--- src/design/acc_alu_pkg.sv ---
// ----------------------------------------------------------------------------
// acc_alu_pkg: shared codes for the accumulator calculator
// Opcode and status codes carried on the request and result streams.
// ----------------------------------------------------------------------------
package acc_alu_pkg;

  typedef logic [2:0] opcode_t;
  typedef logic [1:0] status_t;

  // opcodes; codes 6 and 7 leave the accumulators untouched
  localparam opcode_t OP_ADD = 3'd0;
  localparam opcode_t OP_SUB = 3'd1;
  localparam opcode_t OP_MUL = 3'd2;
  localparam opcode_t OP_DIV = 3'd3;
  localparam opcode_t OP_REM = 3'd4;
  localparam opcode_t OP_POW = 3'd5;

  // result status codes
  localparam status_t ST_OK     = 2'd0;
  localparam status_t ST_DIVZ   = 2'd1;
  localparam status_t ST_SAT    = 2'd2;
  localparam status_t ST_BADREM = 2'd3;

endpackage

--- src/design/accumulator_calculator_alu.sv ---
// Sequence, from accept to m_tvalid: add/sub go setup then commit; mul shift-adds
//   VALUE_WIDTH bits, div and remainder form VALUE_WIDTH+FRACTION_BITS quotient bits,
//   power chains multiplies; errors, negative rem dividends, reserved go to commit.
// Throughput: one request in flight; s_tready rises with m_tvalid, and a result
//   held by m_tready stalls the next request in its final state. Shared adder.
// Reset (rst, synchronous) clears both accumulators, the sequencer and tvalid.
// ----------------------------------------------------------------------------
// accumulator_calculator_alu: fixed-point accumulator calculator
// Add, subtract, multiply, divide, remainder and power on signed fixed-point
// values, saturating on overflow, with the prior accumulator reported.
// ----------------------------------------------------------------------------
module accumulator_calculator_alu #(
  parameter int VALUE_WIDTH     = 48,
  parameter int FRACTION_BITS   = 16,
  parameter int MAX_POWER_STEPS = 63
) (
  input  logic clk,
  input  logic rst,
  input  logic s_tvalid,
  output logic s_tready,
  // opcode[2:0], use_memory[3], left_operand, right_operand, zero pad
  input  logic [((2*VALUE_WIDTH+4+7)/8)*8-1:0] s_tdata,
  output logic m_tvalid,
  input  logic m_tready,
  // result_value, previous_value, status_code[1:0], zero pad
  output logic [((2*VALUE_WIDTH+2+7)/8)*8-1:0] m_tdata
);
  import acc_alu_pkg::*;

  localparam int W    = VALUE_WIDTH;
  localparam int WP1  = VALUE_WIDTH + 1;
  localparam int PW2  = 2 * VALUE_WIDTH;
  localparam int DLEN = VALUE_WIDTH + FRACTION_BITS;
  localparam int ODW  = ((2*VALUE_WIDTH+2+7)/8)*8;
  localparam int CW   = $clog2(DLEN + 1);
  localparam int PSW  = $clog2(MAX_POWER_STEPS + 1);

  localparam logic [W-1:0] MAX_POS   = {1'b0, {(W-1){1'b1}}};
  localparam logic [W-1:0] MIN_NEG   = {1'b1, {(W-1){1'b0}}};
  localparam logic [W-1:0] ONE       = W'(1) << FRACTION_BITS;
  localparam logic [W-1:0] FRAC_MASK = ONE - W'(1);
  localparam logic [W-1:0] STEP_CAP  = W'(MAX_POWER_STEPS);

  typedef enum logic [2:0] {
    S_IDLE, S_SETUP, S_MUL, S_MUL_FIN, S_DIV, S_DIV_FIN, S_COMMIT
  } state_t;

  state_t           state;
  opcode_t          op;
  logic [W-1:0]     a, b;
  logic [W-1:0]     acc, prior;
  logic [W-1:0]     opnd_mag;
  logic [PW2-1:0]   prod;
  logic [W:0]       rem;
  logic [DLEN-1:0]  quo;
  logic             neg;
  logic [CW-1:0]    cnt;
  logic [PSW-1:0]   pleft;
  logic [W-1:0]     res;
  logic             sat;
  status_t          err;
  logic             nop;
  logic [W-1:0]     out_res, out_prev;
  status_t          out_stat;

  // magnitudes of the captured operands
  logic [W-1:0] a_mag, b_mag;
  assign a_mag = a[W-1] ? (W'(0) - a) : a;
  assign b_mag = b[W-1] ? (W'(0) - b) : b;

  // shared adder/subtractor, steered by the sequencer
  logic [W:0] au_x, au_y, au_sum;
  logic       au_sub;
  always_comb begin
    au_x   = '0;
    au_y   = '0;
    au_sub = 1'b0;
    case (state)
      S_SETUP: begin
        au_x   = {a[W-1], a};
        au_y   = {b[W-1], b};
        au_sub = (op == OP_SUB);
      end
      S_MUL: begin
        au_x = {1'b0, prod[PW2-1:W]};
        au_y = prod[0] ? {1'b0, opnd_mag} : '0;
      end
      S_DIV: begin
        au_x   = {rem[W-1:0], quo[DLEN-1]};
        au_y   = {1'b0, opnd_mag};
        au_sub = 1'b1;
      end
      default: begin
      end
    endcase
  end
  assign au_sum = au_x + (au_sub ? ~au_y : au_y) + WP1'(au_sub);

  // add/sub overflow and saturated value
  logic         as_ovf;
  logic [W-1:0] as_val;
  assign as_ovf = au_sum[W] ^ au_sum[W-1];
  assign as_val = as_ovf ? (a[W-1] ? MIN_NEG : MAX_POS) : au_sum[W-1:0];

  // power step count: ceil(right) - 1, capped, zero when right <= 1
  logic [W-1:0]   ceil_m1;
  logic [PSW-1:0] steps;
  assign ceil_m1 = (b >> FRACTION_BITS) + W'((b & FRAC_MASK) != '0) - W'(1);
  always_comb begin
    if (b[W-1] || (b <= ONE)) begin
      steps = '0;
    end else if (ceil_m1 > STEP_CAP) begin
      steps = PSW'(MAX_POWER_STEPS);
    end else begin
      steps = ceil_m1[PSW-1:0];
    end
  end

  // product scaling and saturation
  logic [PW2-1:0] mq;
  logic [W-1:0]   sat_edge, m_val, d_val;
  logic           m_sat, d_sat;
  assign sat_edge = neg ? MIN_NEG : MAX_POS;
  assign mq       = prod >> FRACTION_BITS;
  assign m_sat    = mq > PW2'(sat_edge);
  assign m_val    = m_sat ? sat_edge : (neg ? (W'(0) - mq[W-1:0]) : mq[W-1:0]);

  // quotient saturation
  assign d_sat = quo > DLEN'(sat_edge);
  assign d_val = d_sat ? sat_edge : (neg ? (W'(0) - quo[W-1:0]) : quo[W-1:0]);

  assign s_tready = (state == S_IDLE);
  assign m_tdata  = ODW'({out_stat, out_prev, out_res});

  // sequencer, datapath registers and output register
  always_ff @(posedge clk) begin
    if (rst) begin
      state    <= S_IDLE;
      acc      <= '0;
      prior    <= '0;
      m_tvalid <= 1'b0;
    end else begin
      // drop a taken result unless a new one is committed this cycle
      if (m_tvalid && m_tready && (state != S_COMMIT)) begin
        m_tvalid <= 1'b0;
      end
      case (state)
        // capture the request
        S_IDLE: begin
          if (s_tvalid) begin
            op    <= s_tdata[2:0];
            a     <= s_tdata[3] ? acc : s_tdata[4 +: W];
            b     <= s_tdata[4+W +: W];
            err   <= ST_OK;
            sat   <= 1'b0;
            nop   <= 1'b0;
            state <= S_SETUP;
          end
        end
        // decode the operation and load the iterative unit
        S_SETUP: begin
          cnt <= '0;
          rem <= '0;
          case (op)
            OP_ADD, OP_SUB: begin
              res   <= as_val;
              sat   <= as_ovf;
              state <= S_COMMIT;
            end
            OP_MUL: begin
              opnd_mag <= b_mag;
              prod     <= {W'(0), a_mag};
              neg      <= a[W-1] ^ b[W-1];
              pleft    <= PSW'(1);
              state    <= S_MUL;
            end
            OP_DIV: begin
              if (b == '0) begin
                err   <= ST_DIVZ;
                state <= S_COMMIT;
              end else begin
                opnd_mag <= b_mag;
                quo      <= DLEN'(a_mag) << FRACTION_BITS;
                neg      <= a[W-1] ^ b[W-1];
                state    <= S_DIV;
              end
            end
            OP_REM: begin
              if ((b == '0) || b[W-1]) begin
                err   <= ST_BADREM;
                state <= S_COMMIT;
              end else if (a[W-1]) begin
                res   <= a;
                state <= S_COMMIT;
              end else begin
                opnd_mag <= b;
                quo      <= DLEN'(a);
                state    <= S_DIV;
              end
            end
            OP_POW: begin
              res <= a;
              if (steps == '0) begin
                state <= S_COMMIT;
              end else begin
                opnd_mag <= a_mag;
                prod     <= {W'(0), a_mag};
                neg      <= 1'b0;
                pleft    <= steps;
                state    <= S_MUL;
              end
            end
            default: begin
              nop   <= 1'b1;
              state <= S_COMMIT;
            end
          endcase
        end
        // shift-add one multiplier bit
        S_MUL: begin
          prod <= {au_sum, prod[W-1:1]};
          cnt  <= cnt + CW'(1);
          if (cnt == CW'(W - 1)) begin
            state <= S_MUL_FIN;
          end
        end
        // scale, saturate, and chain the next power step
        S_MUL_FIN: begin
          if ((op == OP_POW) && !m_sat && (pleft != PSW'(1))) begin
            pleft <= pleft - PSW'(1);
            prod  <= {W'(0), mq[W-1:0]};
            neg   <= (neg && (mq[W-1:0] != '0)) ^ a[W-1];
            cnt   <= '0;
            state <= S_MUL;
          end else begin
            res   <= m_val;
            sat   <= m_sat;
            state <= S_COMMIT;
          end
        end
        // restoring division, one quotient bit
        S_DIV: begin
          rem <= au_sum[W] ? au_x : au_sum;
          quo <= {quo[DLEN-2:0], ~au_sum[W]};
          cnt <= cnt + CW'(1);
          if (cnt == CW'(DLEN - 1)) begin
            state <= S_DIV_FIN;
          end
        end
        S_DIV_FIN: begin
          if (op == OP_REM) begin
            res <= rem[W-1:0];
          end else begin
            res <= d_val;
            sat <= d_sat;
          end
          state <= S_COMMIT;
        end
        // update the accumulators once the output register is free
        S_COMMIT: begin
          if (!m_tvalid || m_tready) begin
            m_tvalid <= 1'b1;
            state    <= S_IDLE;
            if (nop) begin
              out_res  <= acc;
              out_prev <= prior;
              out_stat <= ST_OK;
            end else if (err != ST_OK) begin
              prior    <= acc;
              out_res  <= acc;
              out_prev <= acc;
              out_stat <= err;
            end else begin
              prior    <= acc;
              acc      <= res;
              out_res  <= res;
              out_prev <= acc;
              out_stat <= sat ? ST_SAT : ST_OK;
            end
          end
        end
        default: begin
          state <= S_IDLE;
        end
      endcase
    end
  end

`ifndef SYNTHESIS
  // one request at a time: an accept closes the input until the result is made
  a_one_in_flight: assert property (@(posedge clk) disable iff (rst)
    (s_tvalid && s_tready) |=> !s_tready)
    else $error("request accepted while busy");

  // error results carry the unchanged accumulator in both value fields
  a_error_hold: assert property (@(posedge clk) disable iff (rst)
    (m_tvalid && ((out_stat == ST_DIVZ) || (out_stat == ST_BADREM)))
      |-> (out_res == out_prev))
    else $error("error result does not hold the accumulator");

  // a saturated result is one of the two range limits
  a_sat_limit: assert property (@(posedge clk) disable iff (rst)
    (m_tvalid && (out_stat == ST_SAT)) |-> ((out_res == MAX_POS) || (out_res == MIN_NEG)))
    else $error("saturated result off the range limits");

  // a fresh successful result becomes the accumulator
  a_acc_follow: assert property (@(posedge clk) disable iff (rst)
    (state == S_COMMIT && (!m_tvalid || m_tready) && !nop && (err == ST_OK))
      |=> (acc == out_res))
    else $error("accumulator does not follow the result");
`endif

endmodule
--- config.mk ---
export PLATFORM = sky130hd
export DESIGN_NAME = accumulator_calculator_alu
export DESIGN_NICKNAME = d
export VERILOG_FILES = /design/src/design/acc_alu_pkg.sv /design/src/design/accumulator_calculator_alu.sv
export SDC_FILE = /design/constraint.sdc
export NUM_CORES = 2
export LEC_CHECK = 0
export BUFFER_PORTS_ARGS = -buffer_cell sky130_fd_sc_hd__buf_4
export CAP_MARGIN = 40
export CORE_UTILIZATION = 50
export CTS_BUF_LIST = sky130_fd_sc_hd__clkbuf_4
export CTS_CLUSTER_SIZE = 25
export DETAILED_ROUTE_END_ITERATION = 16
export HOLD_SLACK_MARGIN = 0.02
export PLACE_DENSITY = 0.73
export SYNTH_ARGS = -nofsm -noshare
export SYNTH_HDL_FRONTEND = slang
export SYNTH_SLANG_ARGS = --single-unit
--- constraint.sdc ---
create_clock -name clk -period 27.1 [get_ports clk]
set_input_delay 2.71 -clock clk [delete_from_list [all_inputs] [get_ports clk]]
set_output_delay 2.71 -clock clk [all_outputs]
set_load 0.05 [all_outputs]
==> impl_metrics.csv <==
group,metric,value,unit
cells_and_area,stdcell_area,0.04348,mm2
cts,clk_path_buf_depth,3,
logic_synthesis,ys_ff_latch,619,
setup_path,path_cells,"nor2_1 > nand2_1 > inv_2 > a21oi_4 > buf_4 > xor2_1 > ha_1 > o211ai_1 > a21oi_1 > o311a_1 > a22o_1 > a311oi_2 > o211ai_1 > a41oi_2 > xor2_1 > xnor2_1 > buf_4 > or3_1 > buf_4 > o2111ai_1",
drt,viasPerCell,6.510,
sta,fmax,123.3,MHz
run,drv_cap,0,
drt,vias,34225,
sta,grt_setup_unrepaired,"false",
cts,cts_hold_buf,0,
global_route,grt_pass1_wl,201400,um
cts,cts_tree,"done",
placed_design,dpl-instance-area,0.04133,mm2
sta,post-route-period-util,29.92,%
setup_path,cpMaxStageDelayCell,"dfxtp_1",
logic_synthesis,syn_inst,3906,
setup_path,crit_required,27.81,ns
sta,fin_worst_skew,0.08444,ns
cts,htree_num_levels,4,
floorplan,die_y,279.8,um
logic_synthesis,synth_commonest_cells,"519 x edfxtp_1, 463 x nor2_1, 280 x a21oi_1, 249 x nand2_1, 227 x o21ai_0",
floorplan,die_area,0.07831,mm2
drt,drcViolationCount,0,
drt,wl_per_cell,26.41,um
worst_hold_path,hp-class,"reg -> reg",
floorplan,start_util,50.65,%
global_route,grt.overflow.total,0,
floorplan,die_w,279.8,um
cells_and_area,fin_nets,4351,
drt,detail-route-antenna-nets,0,
logic_synthesis,post-synth-top-area-cell,"edfxtp_1",
setup_path,endpoint_kind,"flip-flop",
cts,clockRootBuffer,"clkbuf_4",
global_route,antenna_found_initial,8,
setup_path,critPathMaxStageDelay,0.87,ns
logic_synthesis,synth_top_area_share,40.38,%
sta,setup_viol,0,
cts,cts_resized,0,
logic_synthesis,yosys.cell_count.top_type,"edfxtp_1",
setup_path,cpMostUsedCell,"buf_4",
cells_and_area,area_delta_synth_final,12.65,%
sta,report.final.hold_viol_count,0,
setup_path,worstSetupPathType,"reg -> reg",
cells_and_area,fin_util,57.06,%
logic_synthesis,syn_area,0.03860,mm2
sta,slew_viol_final,0,
setup_path,critPathMaxFanout,45,
outcome,status,"finished clean",
logic_synthesis,ys_async_sr_fraction,0,%
logic_synthesis,synth.distinct_cells,81,
logic_synthesis,yosysSeqAreaShare,45.56,%
logic_synthesis,synth_flop_cell,"edfxtp_1",
drt,routed_wl,138900,um
logic_synthesis,yosys-top-cells-area,"edfxtp_1 40%, dfxtp_1 5.2%, ha_1 4.9%, mux2i_1 4.6%, nor2_1 4.5%",
cts,cts_setup_buffers,0,
pwr,total_power,0.004704,W
pwr,p_leak,15.71,nW
floorplan,ios,214,
drt,drt_iter0_drc,5603,
sta,tightest_slew,1.069,ns
pwr,power.density,108.2,mW/mm2
global_route,grt_usage,34.79,%
cells_and_area,drive_above_1_share,18.17,%
sta,relSlewSlack,28.75,%
sta,period_needed,8.108,ns
setup_path,arrival,8.82,ns
placed_design,place_congestion,1.024,
sta,fin_setup_tns,0,ns
global_route,grt_max_degree,83,
placed_design,hpwl,99960,um
cts,clk_pin_slew,0.07,ns
logic_synthesis,synth-edff-count,519,
floorplan,fp.coreArea,0.07620,mm2
setup_path,cp-start-kind,"flip-flop",
global_route,grt_pass1_vias,31099,
cts,cts_made_buffers,162,
drt,firstDrtPassIters,12,
placed_design,io_buffers,203,
logic_synthesis,yosysWarnings,0,
pwr,ir_drop,0.07158,mV
cts,clock_sinks,619,
cts,worstSkewPairLatency,1.07,ns
logic_synthesis,syn_avg_cell_area,9.882,um2
floorplan,fp-row-count,101,
routing by layer:
metal	wire length (um)	vias up	GRT usage, %
met2	58180	2404	49.99
li1	-	15328	-
met3	18920	386	11.79
met4	7948	10	18.21
met5	61	-	0
met1	53750	16097	46.21
critical path: cells and delay by family (launching register included):
kind,cells,cell delay (ns)
buffers and inverters,4,1.47
adder cells (fa/ha/maj),1,0.34
XOR/XNOR,3,1.37
flip-flops,1,0.87
AND/OR/NAND/NOR,3,0.85
AO/OA/AOI/OAI,9,2.79
area by class of cell:
type | count | area, um2
Fill cell | 6589 | 32720
Timing Repair Buffer | 308 | 2409
Multi-Input combinational cell | 2961 | 19910
Antenna cell | 6 | 15.01
Tap cell | 1030 | 1289
Clock inverter | 55 | 321.6
Clock buffer | 240 | 1802
Inverter | 38 | 142.6
Sequential cell | 619 | 17590
power breakdown:
part	leakage, nW	internal [W]	switching (W)
Sequential	5.61	0.00130	0.000208
Combinational	8.85	0.000720	0.00163
Clock	1.25	0.000415	0.000426
Total	15.7	0.00244	0.00227
cells in the final DEF (no fill, tap or decap), types with 79 or more instances in the layout:
master    instances
clkbuf_4        240
o21ai_0         227
nor3_1           95
mux2i_1         178
nand2_1         249
a22oi_1         107
buf_4           302
dfxtp_1          98
xnor2_1          79
ha_1            152
o22ai_1          85
mux2_2          145
edfxtp_1        519
xor2_1          104
a21oi_1         278
nor2_1          459
registers in the layout, summed over array words and instances (netlist names), 2 cells and up:
signal	cells
a	48
acc	48
b	48
cnt	7
err	2
op	3
opnd_mag	48
out_prev	48
out_res	48
out_stat	2
pleft	6
prior	48
prod	96
quo	64
rem	48
res	48
state	3
through the flow:
| stage | std cells | hold WS, ns | setup WS, ns |
|---|---|---|---|
| 5_1_grt | 5255 | 0.5147 | 18.96 |
| 3_5_place_dp | 4954 | 0.4787 | 19.28 |
| 6_report | 5257 | 0.4914 | 18.99 |
| 4_1_cts | 5249 | 0.4960 | 19.36 |
| 2_1_floorplan | 3911 | 0.4544 | 6.511 |
| 3_3_place_gp | 4924 | 0.4662 | 19.31 |
logic make-up after synthesis:
logic type                 after synthesis  share of synthesized area [%]
AOI/OAI and AO/OA                     1103                          18.50
xor gates and xnor gates               184                          4.175
adders and majority gates              154                          5.005
buffers and inverters                  331                          3.322
DFF                                    619                          45.56
muxes                                  323                          8.846
other                                    1                       0.009715
and+or+nand+nor                       1191                          14.58
path summary, 6_finish.rpt:
check / from / end / slack, ns / cells after the start
setup / recovery: state[2] / res[8] / 18.99 / 20
hold / removal: prior[27] / prior[27] / 0.49 / 2
setup reg to reg: state[2] / res[8] / 18.99 / 20
hold reg to reg: prior[27] / prior[27] / 0.49 / 2
Note: power is estimated with default switching activity, not from simulation.
